File: src/hw/rtl/cle_pkg.sv
`timescale 1ns / 1ps
// ----------------------------------------------------------------------------
// cle_pkg
// Shared types and constants of the console line editor with history.
// ----------------------------------------------------------------------------
package cle_pkg;

   localparam int BUF_DEPTH_DEF    = 64;
   localparam int HIST_ENTRIES_DEF = 10;
   localparam int QUEUE_DEPTH      = 4;

   localparam logic [7:0] CH_DEL  = 8'h7f;
   localparam logic [7:0] CH_ESC  = 8'h1b;
   localparam logic [7:0] CH_EOF  = 8'h04;
   localparam logic [7:0] CH_KILL = 8'h15;
   localparam logic [7:0] CH_BS   = 8'h08;
   localparam logic [7:0] CH_DUMP = 8'h10;
   localparam logic [7:0] CH_CR   = 8'h0d;
   localparam logic [7:0] CH_LF   = 8'h0a;
   localparam logic [7:0] CH_LBR  = 8'h5b;
   localparam logic [7:0] CH_UPA  = 8'h41;
   localparam logic [7:0] CH_UPB  = 8'h42;

   localparam logic OP_RX   = 1'b0;
   localparam logic OP_READ = 1'b1;

   typedef enum logic [1:0] {
      KIND_ECHO  = 2'd0,
      KIND_ERASE = 2'd1,
      KIND_READ  = 2'd2,
      KIND_DUMP  = 2'd3
   } kind_type;

   typedef enum logic [1:0] {
      RST_DATA  = 2'd0,
      RST_EOL   = 2'd1,
      RST_EOF   = 2'd2,
      RST_EMPTY = 2'd3
   } rstat_type;

   typedef enum logic [1:0] {
      ESC_NORMAL  = 2'd0,
      ESC_SEEN    = 2'd1,
      ESC_BRACKET = 2'd2
   } esc_type;

   typedef enum logic [2:0] {
      CMD_CHAR,
      CMD_DUMP,
      CMD_KILL,
      CMD_RUBOUT,
      CMD_OLDER,
      CMD_NEWER,
      CMD_READ
   } cmd_type;

   typedef struct packed {
      cmd_type    cmd;
      logic [7:0] ch;
      logic       first;
   } entry_type;

   typedef struct packed {
      kind_type   kind;
      logic [7:0] out_char;
      logic [6:0] erase_count;
      rstat_type  status;
      logic       committed;
      logic       last;
   } result_type;

   typedef enum logic [3:0] {
      BK_IDLE,
      BK_DUMP,
      BK_ERASE,
      BK_ECHO,
      BK_SAVE_INIT,
      BK_SAVE_RD,
      BK_SAVE_WR,
      BK_RC_INIT,
      BK_RC_RD,
      BK_RC_WR,
      BK_READ_CHK,
      BK_READ_EMIT
   } back_state_type;

endpackage

File: src/hw/rtl/cle_queue.sv
`timescale 1ns / 1ps
// ----------------------------------------------------------------------------
// cle_queue
// Short command queue between the classifier and the sequencer.
// ----------------------------------------------------------------------------
module cle_queue
   import cle_pkg::*;
(
   input  logic      clock,
   input  logic      reset,
   input  logic      push,
   input  entry_type push_entry,
   output logic      full,
   output logic      valid,
   output entry_type head,
   input  logic      pop
);

   localparam int QW = $clog2(QUEUE_DEPTH);

   entry_type      slot_ff [QUEUE_DEPTH];
   logic [QW-1:0]  wr_ff, wr_in;
   logic [QW-1:0]  rd_ff, rd_in;
   logic [QW:0]    cnt_ff, cnt_in;
   logic           do_pop;

   assign full   = (cnt_ff == (QW+1)'(QUEUE_DEPTH));
   assign valid  = (cnt_ff != '0);
   assign head   = slot_ff[rd_ff];
   assign do_pop = pop && valid;

   always_comb begin
      wr_in  = push ? wr_ff + 1'b1 : wr_ff;
      rd_in  = do_pop ? rd_ff + 1'b1 : rd_ff;
      cnt_in = cnt_ff + (QW+1)'(push) - (QW+1)'(do_pop);
   end

   always_ff @(posedge clock) begin
      if (reset) begin
         wr_ff  <= '0;
         rd_ff  <= '0;
         cnt_ff <= '0;
      end else begin
         wr_ff  <= wr_in;
         rd_ff  <= rd_in;
         cnt_ff <= cnt_in;
      end
   end

   always_ff @(posedge clock) begin
      if (push) begin
         slot_ff[wr_ff] <= push_entry;
      end
   end

endmodule

File: config.mk
export PLATFORM = sky130hd
export DESIGN_NAME = cle_queue
export DESIGN_NICKNAME = d
export VERILOG_FILES = /design/src/hw/rtl/cle_pkg.sv /design/src/hw/rtl/cle_queue.sv
export SDC_FILE = /design/constraint.sdc
export NUM_CORES = 1
export LEC_CHECK = 0
export BUFFER_PORTS_ARGS = -buffer_cell sky130_fd_sc_hd__buf_2
export CAP_MARGIN = 20
export CORE_ASPECT_RATIO = 0.7
export CORE_UTILIZATION = 23
export CTS_CLUSTER_DIAMETER = 200
export DETAILED_ROUTE_END_ITERATION = 6
export PLACE_DENSITY = 0.41
export SYNTH_ARGS = -nofsm -noshare
export SYNTH_HDL_FRONTEND = slang
export SYNTH_SLANG_ARGS = --single-unit
File: constraint.sdc
create_clock -name clock -period 2.6 [get_ports clock]
set_clock_uncertainty 0.2 [all_clocks]
set_input_delay 0.52 -clock clock [delete_from_list [all_inputs] [get_ports clock]]
set_output_delay 0.52 -clock clock [all_outputs]
set_load 0.02 [all_outputs]
; Word-level counts from Yosys, hierarchy flattened
; Memory sizes are Yosys's and may differ from the RTL's. A register that Yosys moved wholly into a read port is not among the register bits.
; Cells that the tools add are included.
[op_classes]
add_sub_neg = 4
n_eq_ne = 1
mux = 4
reduce_logical = 2
[ops]
columns = op, n
row1 = $add A2 B1 Y2 const B, 2
row2 = $mux W2, 2
row3 = $add A3 B1 Y3, 1
row4 = $eq A3 B3 Y1 const B, 1
row5 = $reduce_bool A3 Y1, 1
row6 = $sub A3 B1 Y3, 1
row7 = $mux W1, 2
row8 = $logic_and A1 B1 Y1, 1
[totals]
register_bits = 7
ram_bits = 48
input_bits = 16
output_inout_bits = 14
wordCells = 15
memories = 1
[memory_table]
columns = memory, depth, word_bits, read_ports, rd_ports_with_merged_regs, write_ports, line_no
row1 = slot_ff, 4, 12, 1, 1, 1, cle_queue.sv:21  ; entry_type slot_ff [QUEUE_DEPTH];

; Logic depth before layout (Yosys ltp)
[logic_depth]
depth_word = 4
mapped_depth = 7
ltp_nobuf = 7

; Worst setup path after synthesis
; OpenSTA, ideal clock, no wires.
[synth_path]
path_type = flip-flop to flip-flop
startpoint = register cnt_ff[1]
endpoint = register cnt_ff[2]
setup_time_ps = 126
t_arrival_ps = 1704
t_required_ps = 2274
setup_slack_ps = 570
stages_incl_launch_ff = 8
path_buffers = 0
synth_period_minus_slack_ps = 2030
path_cell_list = dfxtp_1 o31a_1 ha_1 inv_1 ha_1 fa_1 xor3_1 nor2_1
[synth_via]
elab_chain_cells = 3
word_cells_on_any_way = 4
cone_classes = add/sub: 2 / reduce/logical: 2
[synth_rtl]
columns = item, line_no
row1 = from (decl), cle_queue.sv:24  ; logic [QW:0] cnt_ff, cnt_in;
row2 = from (signal assigned), cle_queue.sv:46  ; cnt_ff <= cnt_in;
row3 = $reduce_bool A3 Y1, cle_queue.sv:28  ; assign valid = (cnt_ff != '0);
row4 = $logic_and A1 B1 Y1, cle_queue.sv:30  ; assign do_pop = pop && valid;
row5 = net do_pop, cle_queue.sv:25  ; logic do_pop;
row6 = $sub A3 B1 Y3, cle_queue.sv:35  ; cnt_in = cnt_ff + (QW+1)'(push) - (QW+1)'(do_pop);
; The timed path passes the listed nets, and every way through them passes these cells.
; A chain may end at the register's enable or synchronous reset.

==> flow_summary.yaml <==
status:
  outcome: "finished, final reports clean"
grt:
  gr-total-overflow: 0
  grt_pass1_vias: 1238
  grt_pass1_wl_um: 6410
  track_usage_pct: 9.03
  grt_max_degree: 13
  antenna_found_initial: 0
clock_network:
  post_cts_buffers: 0
  cts_resized: 0
  clk_latency_ns: 0.32
  path_clk_slew_ns: 0.05
  htreeDepth: 3
  cts_root_buf: "clkbuf_16"
  tritoncts: "done"
  cts_made_buffers: 9
  clock_path_buffers: 2
  clock-sinks: 57
  holdBufCountCts: 0
power_and_ir_drop:
  switching_share_pct: 23.8
  power_density_nw_per_um2: 1050
  intPower_w: 0.00227
  power_frac_clock_pct: 43.8
  ir_worst_vdd_mv: 0.334
  leakagePower_nw: 1.02
  combPwrFrac_pct: 19.0
  seqPwrFrac_pct: 37.2
  power_w: 0.00298
  p_sw_w: 0.000708
logic_synthesis:
  syn_area_um2: 2200
  yosys_warnings: 0
  synth_async_sr_flop_share_pct: 0
  synth_cell_types: 21
  ys.flop_type: "edfxtp_1"
  syn-mean-instance-area_um2: 20.4
  ys_seq_area_share_pct: 73.6
  synthesis.nets: 131
  synthCells: 108
  synth-edff-count: 48
  ys_ff_latch: 57
final_layout:
  final_cell_mix: "edfxtp_1 (48), buf_2 (29), mux4_2 (12), dfxtp_1 (9), clkbuf_16 (9)"
  area_growth_pct: 29.0
  fin_cells: 277
  final_area_um2: 2840
  final_common_cell: "edfxtp_1"
  nets: 171
  diodes: 0
  final_layout_size_suffix_gt1_share_pct: 38.6
sta:
  hold_viol_final: 0
  min_period_ns: 2.35
  setup_tns_ns: 0
  slew-limit-headroom_pct: 53.3
  worstMarginPinSlew_ns: 0.701
  rsz0062_at_grt: "false"
  setup_viol: 0
  post-route-period-util_pct: 90.4
  fmax_ghz: 0.426
  slew_violations: 0
critical_path:
  cp-end-kind: "output pin"
  cp-endpoint: "head[7]"
  critPathLaunchType: "flop"
  r2r_cells: 7
  worst-setup-path-type: "flop to output pin"
  crit_arrival_ns: 1.63
  required_ns: 1.88
  rrSetupSlack_ns: 0.47
  crit_fanout: 12
  timing.rr.start: "cnt_ff[1]"
  rr_endpoint: "cnt_ff[2]"
die:
  core_um2: 9180
  row_count: 29
  die_area_um2: 9990
  ioPinCount: 30
  die-height_um: 83.9
  dieWidth_um: 119
  start_util_pct: 24.0
drt:
  detail_route.wirelength_um: 4050
  dr_total_vias: 1083
  postRouteAntennaNets: 0
  viasPerCell: 3.91
  firstDrtPassIters: 4
  drtIter0Drc: 55
  post_drt_wl_per_cell_um: 14.6
  drcViolationCount: 0
hold_path:
  hold_class: "input port to flop"
  hold_depth: 1
run:
  max_cap_violations: 0
place:
  gp_congestion: 0.613
  dp_cells: 261
  numPortBuffers: 29
  dp_hpwl_um: 2660
  placed_area_um2: 2510
## metal layers
| layer | wire length (µm) | global-route usage [%] | up-vias | share of wire, % |
|---|---|---|---|---|
| li1 | - | - | 500 | - |
| met1 | 1780 | 9.86 | 553 | 44 |
| met5 | 0 | 0 | - | 0 |
| met4 | 55 | 4.26 | 0 | 1.4 |
| met2 | 2020 | 14.9 | 24 | 50 |
| met3 | 187 | 4.17 | 6 | 4.6 |
## how the worst min path moves through the flow
stage,start,endpoint
floorplan,wr_ff[1],wr_ff[1]
global placement,wr_ff[1],wr_ff[1]
detailed placement,wr_ff[1],wr_ff[1]
CTS,push_entry[3],slot_ff[2][3]
global route,push_entry[3],slot_ff[0][3]
finish,push_entry[6],slot_ff[2][6]
## state kept, by name, indices dropped and copies added (netlist names), named ones only
name and cells:
rd_ff 2, cnt_ff 3, wr_ff 2, slot_ff 48
## through the flow
stage          setup WS [ns]  utilization, %  hold WS (ns)
2_1_floorplan          0.570               -         0.314
6_report               0.250            31.0         0.222
4_1_cts                0.205            31.0         0.207
3_5_place_dp           0.392            27.3         0.370
5_1_grt                0.163            31.0         0.211
3_3_place_gp           0.452            27.3         0.335
## logic make-up after synthesis
| logic type | count (synthesis) | synth area share, % |
|---|---|---|
| buffers and inverters | 9 | 1.93 |
| AOI/OAI and AO/OA | 2 | 0.795 |
| adders and majority gates | 7 | 4.31 |
| muxes | 16 | 14.2 |
| xor gates and xnor gates | 2 | 1.48 |
| and+or+nand+nor | 15 | 3.69 |
| DFF | 57 | 73.6 |
## synthesized netlist by cell type, types with 2 or more instances
cell      instances  area [µm²]
edfxtp_1         48        1440
mux4_2           12         270
dfxtp_1           9         180
ha_1              6        75.1
inv_1             6        22.5
nor2_1            5        18.8
and2_1            4        25.0
nor2b_1           4        25.0
mux2_1            2        22.5
## layout make-up
class	instances	area (µm²)
fill	881	6340
sequential	57	1620
multi-input combinational	42	541
clock buffer	11	233
timing repair buffer	32	168
tap	124	155
clock inverter	5	104
inverter	6	22.5
## power by group through the flow
stage	Sequential (W)	Combinational, W	Clock (W)
after floorplan	0.00112	0.000415	0
after global placement	0.00112	0.000557	0
after detailed placement	0.00112	0.000577	0
after CTS	0.00111	0.000579	0.00134
after global routing	0.00112	0.000630	0.00138
final	0.00111	0.000565	0.00130
## critical path: stages, from the launching register on
cell and delay [ns]:
dfxtp_1 0.30, buf_4 0.27, mux4_2 0.56, buf_2 0.18
No activity file was read; power rests on OpenSTA's default activity.
