--- src/hw/rtl/cle_pkg.sv ---
`timescale 1ns / 1ps
// ----------------------------------------------------------------------------
// cle_pkg
// Shared types and constants of the console line editor with history.
// ----------------------------------------------------------------------------
package cle_pkg;

   localparam int BUF_DEPTH_DEF    = 64;
   localparam int HIST_ENTRIES_DEF = 10;
   localparam int QUEUE_DEPTH      = 4;

   localparam logic [7:0] CH_DEL  = 8'h7f;
   localparam logic [7:0] CH_ESC  = 8'h1b;
   localparam logic [7:0] CH_EOF  = 8'h04;
   localparam logic [7:0] CH_KILL = 8'h15;
   localparam logic [7:0] CH_BS   = 8'h08;
   localparam logic [7:0] CH_DUMP = 8'h10;
   localparam logic [7:0] CH_CR   = 8'h0d;
   localparam logic [7:0] CH_LF   = 8'h0a;
   localparam logic [7:0] CH_LBR  = 8'h5b;
   localparam logic [7:0] CH_UPA  = 8'h41;
   localparam logic [7:0] CH_UPB  = 8'h42;

   localparam logic OP_RX   = 1'b0;
   localparam logic OP_READ = 1'b1;

   typedef enum logic [1:0] {
      KIND_ECHO  = 2'd0,
      KIND_ERASE = 2'd1,
      KIND_READ  = 2'd2,
      KIND_DUMP  = 2'd3
   } kind_type;

   typedef enum logic [1:0] {
      RST_DATA  = 2'd0,
      RST_EOL   = 2'd1,
      RST_EOF   = 2'd2,
      RST_EMPTY = 2'd3
   } rstat_type;

   typedef enum logic [1:0] {
      ESC_NORMAL  = 2'd0,
      ESC_SEEN    = 2'd1,
      ESC_BRACKET = 2'd2
   } esc_type;

   typedef enum logic [2:0] {
      CMD_CHAR,
      CMD_DUMP,
      CMD_KILL,
      CMD_RUBOUT,
      CMD_OLDER,
      CMD_NEWER,
      CMD_READ
   } cmd_type;

   typedef struct packed {
      cmd_type    cmd;
      logic [7:0] ch;
      logic       first;
   } entry_type;

   typedef struct packed {
      kind_type   kind;
      logic [7:0] out_char;
      logic [6:0] erase_count;
      rstat_type  status;
      logic       committed;
      logic       last;
   } result_type;

   typedef enum logic [3:0] {
      BK_IDLE,
      BK_DUMP,
      BK_ERASE,
      BK_ECHO,
      BK_SAVE_INIT,
      BK_SAVE_RD,
      BK_SAVE_WR,
      BK_RC_INIT,
      BK_RC_RD,
      BK_RC_WR,
      BK_READ_CHK,
      BK_READ_EMIT
   } back_state_type;

endpackage

--- src/hw/rtl/cle_front.sv ---
`timescale 1ns / 1ps
// ----------------------------------------------------------------------------
// cle_front
// Accept requests, track escape sequences and classify into commands.
// ----------------------------------------------------------------------------
module cle_front
   import cle_pkg::*;
(
   input  logic      clock,
   input  logic      reset,
   input  logic      req_valid,
   output logic      req_ready,
   input  logic      req_opcode,
   input  logic [7:0] req_char,
   input  logic      req_first,
   input  logic      q_full,
   output logic      push,
   output entry_type push_entry
);

   esc_type esc_ff, esc_in;
   logic    accept;
   logic    plain;

   assign req_ready = !q_full;
   assign accept    = req_valid && !q_full;

   always_ff @(posedge clock) begin
      if (reset) begin
         esc_ff <= ESC_NORMAL;
      end else begin
         esc_ff <= esc_in;
      end
   end

   always_comb begin
      esc_in           = esc_ff;
      push             = 1'b0;
      plain            = 1'b0;
      push_entry.cmd   = CMD_READ;
      push_entry.ch    = req_char;
      push_entry.first = req_first;
      if (accept) begin
         if (req_opcode == OP_READ) begin
            push = 1'b1;
         end else begin
            case (esc_ff)
               ESC_SEEN: begin
                  esc_in = ESC_NORMAL;
                  if (req_char == CH_LBR) esc_in = ESC_BRACKET;
                  else plain = 1'b1;
               end
               ESC_BRACKET: begin
                  esc_in = ESC_NORMAL;
                  if (req_char == CH_UPA) begin
                     push           = 1'b1;
                     push_entry.cmd = CMD_OLDER;
                  end else if (req_char == CH_UPB) begin
                     push           = 1'b1;
                     push_entry.cmd = CMD_NEWER;
                  end else begin
                     plain = 1'b1;
                  end
               end
               default: begin
                  esc_in = ESC_NORMAL;
                  if (req_char == CH_ESC) esc_in = ESC_SEEN;
                  else plain = 1'b1;
               end
            endcase
            if (plain) begin
               if (req_char == CH_DUMP) begin
                  push           = 1'b1;
                  push_entry.cmd = CMD_DUMP;
               end else if (req_char == CH_KILL) begin
                  push           = 1'b1;
                  push_entry.cmd = CMD_KILL;
               end else if (req_char == CH_BS || req_char == CH_DEL) begin
                  push           = 1'b1;
                  push_entry.cmd = CMD_RUBOUT;
               end else if (req_char != 8'h00) begin
                  push           = 1'b1;
                  push_entry.cmd = CMD_CHAR;
                  if (req_char == CH_CR) push_entry.ch = CH_LF;
               end
            end
         end
      end
   end

endmodule

--- config.mk ---
export PLATFORM = sky130hd
export DESIGN_NAME = cle_front
export DESIGN_NICKNAME = d
export VERILOG_FILES = /design/src/hw/rtl/cle_pkg.sv /design/src/hw/rtl/cle_front.sv
export SDC_FILE = /design/constraint.sdc
export NUM_CORES = 1
export LEC_CHECK = 0
export BUFFER_PORTS_ARGS = -buffer_cell sky130_fd_sc_hd__buf_2
export CAP_MARGIN = 20
export CORE_AREA = 2 2 39 41
export DETAILED_ROUTE_END_ITERATION = 7
export DIE_AREA = 0 0 41 43
export PLACE_DENSITY = 0.66
export RECOVER_POWER = 25
export SYNTH_ARGS = -nofsm -noshare
export SYNTH_HDL_FRONTEND = slang
export SYNTH_SLANG_ARGS = --single-unit
--- constraint.sdc ---
create_clock -name clock -period 1.7 [get_ports clock]
set_input_delay 0.17 -clock clock [delete_from_list [all_inputs] [get_ports clock]]
set_output_delay 0.17 -clock clock [all_outputs]
set_load 0.1 [all_outputs]
# Word level (Yosys, flattened, before mapping)
# Cells that the tools add are included.
# op_classes
bitwise_logic,1
mux,34
n_eq_ne,11
n_reduce_logical,5
# op_table
cell,n
two-way mux 11 bit,4
"== test 8 x 7 -> 1 bit, second input constant",4
two-way mux 8 bit,4
"== test 8 x 5 -> 1 bit, second input constant",3
two-way mux 1 bit,17
"== test 8 x 4 -> 1 bit, second input constant",2
two-way mux 3 bit,3
two-way mux 2 bit,4
nonzero test 8 bit,1
case mux 2 bit (2 select lines),1
"== test 2 x 1 -> 1 bit, second input constant",1
"== test 2 bit, second input constant",1
case mux 1 bit (2 select lines),1
AND reduction 2 bit,1
logical AND 1 bit,1
zero test 1 bit,1
logical OR 1 bit,1
inverter 1 bit,1
# totals
ff_bits,2
input_bits,14

# Depth between registers and ports, before layout
# Gate-level depths: netlist (run 1).
# depth
ltp_word,11
mapped_depth,6
mapped_depth_nobuf,6

# Least setup slack after synthesis (run 1)
# No wires, ideal clock.
# synth_path
path_kind,register to output
startpoint,register esc_ff[0]
endpoint,output port push_entry[10] (netlist name)
setup_slack_ns,-1.190
path_buffers,0
arrival_time_ns,2.720
path_stages_with_launch,7
path_cell_list,dfxtp_1 > inv_1 > ha_1 > nand2b_1 > nor4_1 > a31oi_2 > mux2i_1
# synth_lines
element,line,text
start: declaration,cle_front.sv:21,"esc_type esc_ff, esc_in;"
start signal: assignment,cle_front.sv:32,esc_ff <= esc_in;
end: declaration,cle_front.sv:18,output entry_type push_entry

==> results of run 1 <==
==> layout by cell type, fill, tap and decap left out, drive strengths merged, types with 2 or more instances in the layout <==
cell | netlist | routed
a21boi | 2 | 2
dfxtp | 2 | 2
inv | 5 | 5
or4 | 2 | 2
nor2 | 4 | 4
nand4 | 2 | 2
nor4b | 2 | 2
a21oi | 3 | 3
nand2b | 2 | 2
a31o | 2 | 2
or2 | 2 | 2
xnor2 | 2 | 2
nor3 | 4 | 4
nand3 | 3 | 3
nor4 | 3 | 3
ha | 2 | 2
buf | 1 | 46
nand4b | 2 | 2
clkbuf | 8 | 4
mux2i | 2 | 2
==> repair_timing <==
item                                    CTS  global route
endpoints found under the hold margin     0             0
endpoints found under the setup margin    7             7
pin swaps                                 3             2
gates resized for setup                   9             3
buffers inserted                          1             3
==> per-stage QoR <==
stage / TNS, ns / worst slack (ns) / total power (W) / instance area [sq um]
detailed placement: -1.93 / -0.324 / 0.000301 / 921
floorplan: -1.78 / -0.347 / 0.000228 / 593
CTS: -1.62 / -0.280 / 0.000419 / 983
global placement: -1.76 / -0.310 / 0.000297 / 921
finish: -1.99 / -0.322 / 0.000424 / 1020
global route: -2.21 / -0.359 / 0.000439 / 1020
==> cell type report <==
cell class | instances | area [sq um] | share of cell area
Clock buffer | 3 | 22.5 | 0.0220
Inverter | 5 | 18.8 | 0.0183
Multi-Input combinational cell | 51 | 509 | 0.498
Sequential cell | 2 | 42.5 | 0.0416
Tap cell | 16 | 20.0 | 0.0196
Timing Repair Buffer | 47 | 410 | 0.401
==> path summary, 6_finish.rpt <==
check	startpoint	to	slack, ns	cells past startpoint
setup reg to reg	esc_ff[0]	esc_ff[0]	0.08	10
hold / removal	reset	esc_ff[1]	0.11	2
setup / recovery	esc_ff[0]	push_entry[9]	-0.32	8
hold reg to reg	esc_ff[1]	esc_ff[1]	0.49	2
==> routing by layer <==
metal	part of all wire	routed length, um
met2	0.56	1030
met1	0.36	668
met4	0.018	34
met3	0.061	112
met5	0	0
==> worst register-to-register path: stages, from the launching register on <==
cell	delay, ns
dfxtp_2	0.33
inv_2	0.06
ha_4	0.28
nand2b_4	0.06
nor4_4	0.24
buf_4	0.17
buf_4	0.09
buf_4	0.09
buf_4	0.09
a21oi_1	0.06
nor2_1	0.09
==> cells by family after synthesis <==
kind of cell | Yosys count | share of synthesized area
multiplexers | 2 | 0.0430
AND/OR/NAND/NOR | 32 | 0.444
XOR/XNOR | 2 | 0.0376
buffers and inverters | 14 | 0.126
adder cells (fa/ha/maj) | 2 | 0.0538
flip-flops | 2 | 0.0860
AO/OA/AOI/OAI | 13 | 0.210
==> power by group <==
group / switching [W] / internal (W)
clock network: 0.0000299 / 0.0000780
registers: 0.0000000124 / 0.0000473
logic: 0.000177 / 0.0000924
==> flow_metrics.tcl, run 1 <==
set metrics [dict create \
    ys_warn_count 0 \
    async_reset_ff_frac 0 \
    fin_crit_ns 2.02 \
    top_usage_layer "met2" \
    layoutNonFillerInstCount 124 \
    slew_headroom 0.233 \
    drt_first_pass_iters 4 \
    io_buffers 25 \
    cts-buffers-inserted 3 \
    power_leakage_nw 0.432 \
    yosysUniqueCellTypes 33 \
    cts.sinks 2 \
    drc 0 \
    critPathCaptureType "primary output" \
    postSynthAreaPerCell_sq_um 6.95 \
    largest_register_ffs 2 \
    max-cap-violations 0 \
    drive_above_1_share 0.667 \
    cp.required_ns 1.53 \
    synth_edf_count 0 \
    grt_max_degree 11 \
    timing.final.crit_share 1.19 \
    largest-register "esc_ff" \
    fin_util 0.740 \
    setup_viol 7 \
    viasPerCell 5.58 \
    worst_pin_slew_ns 1.16 \
    ant_nets 0 \
    fin_worst_hold_slack_ns 0.109 \
    htree_levels 1 \
    grt_usage 0.240 \
    yosys.area.top_type "dfxtp_1" \
    path_max_fanout 5 \
    layout.nets 126 \
    fmax_mhz 495 \
    drv_slew 0 \
    grt_pass1_wl_um 2930 \
    yosysMostFrequentCell "clkbuf_1" \
    gr-usage-met1 0.269 \
    overflow 0 \
    cpPeakStageDelay_ns 0.33 \
    violations "setup timing" \
    antenna_found_initial 0 \
    synth_area_leaders "dfxtp_1 8.6%, ha_1 5.4%, clkbuf_1 4.8%, or4_4 4.8%, mux2i_1 4.3%" \
    cts_tree "done" \
    dieArea_sq_um 1760 \
    wire_per_inst_um 14.9 \
    crit_top_cell "buf_12" \
    syn_nets 83 \
    path_buf_inv 3 \
    setup_ws_ns -0.322 \
    chipHeight_um 43 \
    grtUsageMet3 0.0366 \
    path_class "reg -> out" \
    pin_count 28 \
    rows 14 \
    hpwl_um 1430 \
    ctsHoldBuffers 0 \
    cts_buffer_depth 2 \
    fill_cells 102 \
    core-area_sq_um 1380 \
    first_iter_violations 13 \
    grt_pass1_vias 667 \
    largestRegisters "esc_ff (2)" \
    path_delay_family "buffers and inverters" \
    place_congestion 0.877 \
    clock_skew_ns 0.000945 \
    cts-root-buf "clkbuf_4" \
    antenna_cells_inserted 0 \
    rsz0062_at_grt "yes" \
    clkLatencyLatePin_ns 0.23 \
    die_w_um 41 \
    via_count 692 \
    cp_cell_sequence "inv_2 -> ha_4 -> nand2b_4 -> nor4_4 -> a31oi_4 -> buf_12 -> mux2i_4 -> buf_12" \
    synth_common_cells "6 x clkbuf_1, 5 x inv_1, 4 x nor2_1, 4 x nor3_1" \
    initial_core_util 0.336 \
    syn_to_final_growth_pct 120 \
    cp.arrival_ns 1.85 \
    netlist_area_sq_um 465 \
    ys_ff_latch 2 \
    synthCells 67 \
    hold_viol_final 0 \
    synth_top_area_frac 0.0860 \
    crit_path_top_delay_cell "dfxtp_2" \
    critPathLaunchType "register" \
    p_per_area_nw_per_um2 415 \
    status "finished, violations left" \
    yosysSeqAreaShare 0.0860 \
    grtUsageMet2 0.434 \
    dp.cells 117 \
    path_clk_slew_ns 0.03 \
    ir_drop_mv 0.281 \
    totalWireLength_um 1850 \
    synth_ff_type "dfxtp_1" \
    holdCritPathClass "in -> reg" \
]
(Power assumes the default switching activity.)
==> inputs of run 2 (changes only) <==
--- a/config.mk
+++ b/config.mk
@@ -8,6 +8,7 @@
 export BUFFER_PORTS_ARGS = -buffer_cell sky130_fd_sc_hd__buf_2
 export CAP_MARGIN = 20
 export CORE_AREA = 2 2 39 41
+export CTS_BUF_LIST = sky130_fd_sc_hd__clkbuf_8
 export DETAILED_ROUTE_END_ITERATION = 7
 export DIE_AREA = 0 0 41 43
 export PLACE_DENSITY = 0.66
==> run 2 against run 1 <==
The run still ends with setup timing left. Largest cell class unchanged. Clock-buffer cell count did not move. Clock power grew 77%. Cell count decreased by 0.81%. Non-clock buffer count is 1 lower. Sequential power about the same. Flip-flop and latch count is the same. Setup slack better by 0.027 ns. Global-route usage rose by 0.10 points. Sequential share of layout area is essentially flat. Routed wire length is 2.3% higher.
==> flow_metrics.tcl, run 2 (synthesized netlist as in run 1, its figures left out) <==
set metrics [dict create \
    drive_above_1_share 0.664 \
    critPathLaunchType "register" \
    setup_viol 7 \
    chipHeight_um 43 \
    cts_buffer_depth 2 \
    max-cap-violations 0 \
    final_common_cell "buf_4" \
    grt_max_degree 11 \
    fin_util 0.744 \
    layout.nets 125 \
    place_congestion 0.877 \
    holdCritPathClass "in -> reg" \
    path_max_fanout 5 \
    ctsHoldBuffers 0 \
    grt_usage 0.241 \
    ant_nets 0 \
    syn_to_final_growth_pct 121 \
    fin_crit_ns 2.00 \
    hpwl_um 1430 \
    drc 0 \
    totalWireLength_um 1890 \
    initial_core_util 0.336 \
    ir_drop_mv 0.413 \
    antenna_found_initial 0 \
    htree_levels 1 \
    p_per_area_nw_per_um2 491 \
    pin_count 28 \
    clkLatencyLatePin_ns 0.21 \
    fill_cells 100 \
    drv_slew 0 \
    violations "setup timing" \
    pre_cts_ws_ns -0.324 \
    path_clk_slew_ns 0.03 \
    status "finished, violations left" \
    critPathCaptureType "primary output" \
    largest_register_ffs 2 \
    antenna_cells_inserted 0 \
    hold_viol_final 0 \
    setup_ws_ns -0.295 \
    drt_first_pass_iters 4 \
    rsz0062_at_grt "yes" \
    path_class "reg -> out" \
    fmax_mhz 501 \
    cts_tree "done" \
    largest-register "esc_ff" \
    cts.sinks 2 \
    worst_pin_slew_ns 1.15 \
    largestRegisters "esc_ff (2)" \
    overflow 0 \
    first_iter_violations 14 \
    cp.arrival_ns 1.83 \
    cts-root-buf "clkbuf_8" \
    io_buffers 25 \
    clock_skew_ns 0.00144 \
    mostFrequentLayoutCells "19 x buf_4, 17 x buf_2, 7 x buf_12" \
    wire_per_inst_um 15.4 \
    die_w_um 41 \
    slew_headroom 0.233 \
    cp.required_ns 1.53 \
    grt_pass1_wl_um 2920 \
    grt_pass1_vias 682 \
    viasPerCell 5.47 \
    dieArea_sq_um 1760 \
    cts-buffers-inserted 3 \
    timing.final.crit_share 1.17 \
    core-area_sq_um 1380 \
    rows 14 \
    via_count 673 \
    power_leakage_nw 0.431 \
]
-- run 2: changes by cell type in the layout (fill, tap and decap cells not counted) --
cell / previous run / this run
buf_12: 8 / 7
buf_4: 20 / 19
buf_8: 0 / 1
clkbuf_4: 3 / 0
clkbuf_8: 0 / 3
-- run 2: final timing paths --
path	startpoint	end	slack [ns]	cells past startpoint
setup / recovery	esc_ff[0]	push_entry[10]	-0.30	8
setup reg to reg	esc_ff[0]	esc_ff[0]	0.25	8
hold reg to reg	esc_ff[1]	esc_ff[1]	0.48	2
hold / removal	reset	esc_ff[1]	0.12	2
-- run 2: metal layers --
layer	up-vias	global-route usage	wire [um]
met4	0	0.0933	46
met3	6	0.0524	89
met2	29	0.416	1040
met1	311	0.266	720
li1	327	-	-
met5	-	0	0
-- run 2: worst max-delay path: stages, from the launching register on --
cell and delay [ns]:
dfxtp_2 0.34, inv_2 0.06, ha_4 0.28, nand2b_4 0.06, nor4_4 0.23, a31oi_4 0.08
buf_12 0.17, mux2i_4 0.18, buf_12 0.20
-- run 2: repair_timing --
item,4_1_cts,5_1_grt
endpoints found under the setup margin,7,7
setup buffers,1,2
cloned,0,0
pin swaps,3,2
endpoints found under the hold margin,0,0
resized for setup,9,2
-- run 2: power breakdown --
part / total [W] / internal [W] / leakage (nW) / switching (W)
combinational: 0.000267 / 0.0000901 / 0.393 / 0.000177
sequential: 0.0000474 / 0.0000473 / 0.0171 / 0.0000000144
clock: 0.000191 / 0.000150 / 0.0216 / 0.0000409
-- run 2: per-stage QoR --
stage | TNS (ns) | total power [W] | area [sq um] | instances | hold slack (ns)
after CTS | -1.52 | 0.000501 | 1000 | 121 | 0.118
final | -1.84 | 0.000505 | 1030 | 123 | 0.119
after global routing | -2.14 | 0.000520 | 1030 | 123 | 0.119
after detailed placement | -1.93 | 0.000301 | 921 | 117 | 0.341
after floorplan | -1.78 | 0.000228 | 593 | 67 | 0.235
after global placement | -1.76 | 0.000297 | 921 | 117 | 0.337
-- run 2: cell type report --
class,instances,area [sq um],area share
flip-flops and latches,2,42.5,0.0413
repair buffers,46,398,0.386
well taps,16,20.0,0.0194
inverters,5,18.8,0.0182
multi-input cells,51,509,0.495
clock buffers,3,41.3,0.0401
==> inputs of run 3 (changes only) <==
==> constraint.sdc (replaced) <==
create_clock -name clock -period 1.91 [get_ports clock]
set_input_delay 0.191 -clock clock [delete_from_list [all_inputs] [get_ports clock]]
set_output_delay 0.191 -clock clock [all_outputs]
set_load 0.1 [all_outputs]
==> run 3 against run 2 <==
The run still ends with setup timing left. Clock power down 14%. Critical path type unchanged. Highest routed layer unchanged. Global-route usage down 1.0 points. Sequential share of layout area down 0.22 points.
==> flow_metrics.tcl, run 3 (synthesized netlist as in run 1, its figures left out) <==
set metrics [dict create \
    status "finished, violations left" \
    violations "setup timing" \
    seqPwrFrac 0.095 \
    layout.nets 123 \
    final_common_cell "buf_4" \
    clkLatencyLatePin_ns 0.21 \
    fin_crit_ns 2.02 \
    totalWireLength_um 1820 \
    drc 0 \
    p_sw_w 0.000188 \
    cp.required_ns 1.72 \
    pin_count 28 \
    power_leakage_nw 0.444 \
    rows 14 \
    dieArea_sq_um 1760 \
    p_int_w 0.000255 \
    viasPerCell 5.80 \
    clkPwrFrac 0.371 \
    initial_core_util 0.336 \
    syn_to_final_growth_pct 134 \
    ir_drop_mv 0.289 \
    drt_first_pass_iters 4 \
    hold_viol_final 0 \
    worst_pin_slew_ns 1.16 \
    path_max_fanout 4 \
    cts-root-buf "clkbuf_8" \
    drv_slew 0 \
    overflow 0 \
    place_congestion 0.848 \
    die_w_um 41 \
    hpwl_um 1230 \
    hold_path_depth 2 \
    rsz0062_at_grt "yes" \
    grt_max_degree 11 \
    p_sw_frac 0.425 \
    grt_usage 0.230 \
    first_iter_violations 16 \
    p_total_w 0.000444 \
    largest-register "esc_ff" \
    cts.sinks 2 \
    fin_worst_hold_slack_ns 0.147 \
    antenna_cells_inserted 0 \
    fmax_mhz 495 \
    core-area_sq_um 1380 \
    htree_levels 1 \
    p_comb_frac 0.534 \
    rr_endpoint "esc_ff[0]" \
    hold_start "reset" \
    via_count 702 \
    mostFrequentLayoutCells "15 x buf_4, 13 x buf_2, 8 x buf_12" \
    dr.max_layer_used "met4" \
    grt_pass1_vias 632 \
    max-cap-violations 0 \
    fin_util 0.787 \
    path_class "reg -> out" \
    path_clk_slew_ns 0.03 \
    wire_per_inst_um 15.1 \
    largest_register_ffs 2 \
    min_to "esc_ff[1]" \
    setup_viol 7 \
    grt_pass1_wl_um 2790 \
    slew_headroom 0.231 \
    cts-buffers-inserted 3 \
    critPathLaunchType "register" \
    p_per_area_nw_per_um2 408 \
    antenna_found_initial 0 \
    cts_buffer_depth 2 \
    critPathCaptureType "primary output" \
    crit_start "esc_ff[0]" \
    met2_length_um 974 \
    cts_tree "done" \
    chipHeight_um 43 \
    drive_above_1_share 0.686 \
    largestRegisters "esc_ff (2)" \
    reg2regPathDepth 8 \
    wl_met3_um 94 \
    cp.arrival_ns 1.83 \
    holdCritPathClass "in -> reg" \
    routedLengthMet1_um 686 \
    io_buffers 25 \
    rrSetupSlack_ns 0.48 \
    fill_cells 78 \
    regToRegStartpoint "esc_ff[0]" \
    ant_nets 0 \
    timing.final.crit_share 1.06 \
    clock_skew_ns 0.00162 \
    setup_ws_ns -0.109 \
]
-- run 3: changes by cell type in the layout (fill, tap and decap cells not counted), sizes merged --
cell	previous run	this run
buf	45	43
-- run 3: power groups by stage --
stage,sequential (W),combinational (W),clock [W]
final,0.0000421,0.000237,0.000165
after global routing,0.0000421,0.000248,0.000173
after detailed placement,0.0000427,0.000214,0
after floorplan,0.0000427,0.000160,0
after CTS,0.0000421,0.000230,0.000167
after global placement,0.0000427,0.000212,0
-- run 3: worst max-delay path by stage --
stage and to:
3_3_place_gp push, 6_report push_entry[3], 5_1_grt push_entry[3], 3_5_place_dp push
2_1_floorplan push_entry[10], 4_1_cts push_entry[3]
-- run 3: area by class of cell --
cell class                      instances  area (sq um)  share of cell area
Timing Repair Buffer                   44           424               0.390
Tap cell                               16          20.0              0.0184
Clock buffer                            3          41.3              0.0379
Multi-Input combinational cell         51           539               0.495
Sequential cell                         2          42.5              0.0391
Inverter                                5          21.3              0.0195
-- run 3: critical path, cell delays in order (launching register included) --
cell and delay (ns):
dfxtp_2 0.33, inv_2 0.06, ha_4 0.27, nand2b_4 0.05
nor4_4 0.21, a31oi_4 0.07, buf_12 0.16, buf_12 0.12
a21boi_4 0.16, buf_12 0.19
-- run 3: repair_timing --
action / in CTS / in global routing
hold buffers: 0 / 0
endpoints found under the setup margin: 7 / 7
pin swaps: 6 / 1
resized for setup: 25 / 4
buffers inserted: 3 / 3
-- run 3: metal layers --
layer,global-route usage,vias to the layer above
met5,0,-
met4,0.120,0
met3,0.0366,10
met2,0.375,32
met1,0.272,337
li1,-,323
-- run 3: through the flow --
step / TNS [ns] / setup WS [ns] / instance area [sq um] / std cells
3_5_place_dp: -0.730 / -0.164 / 876 / 114
5_1_grt: -0.811 / -0.171 / 1090 / 121
3_3_place_gp: -0.589 / -0.142 / 876 / 114
4_1_cts: -0.357 / -0.104 / 1050 / 119
2_1_floorplan: -0.617 / -0.179 / 571 / 67
6_report: -0.347 / -0.109 / 1090 / 121
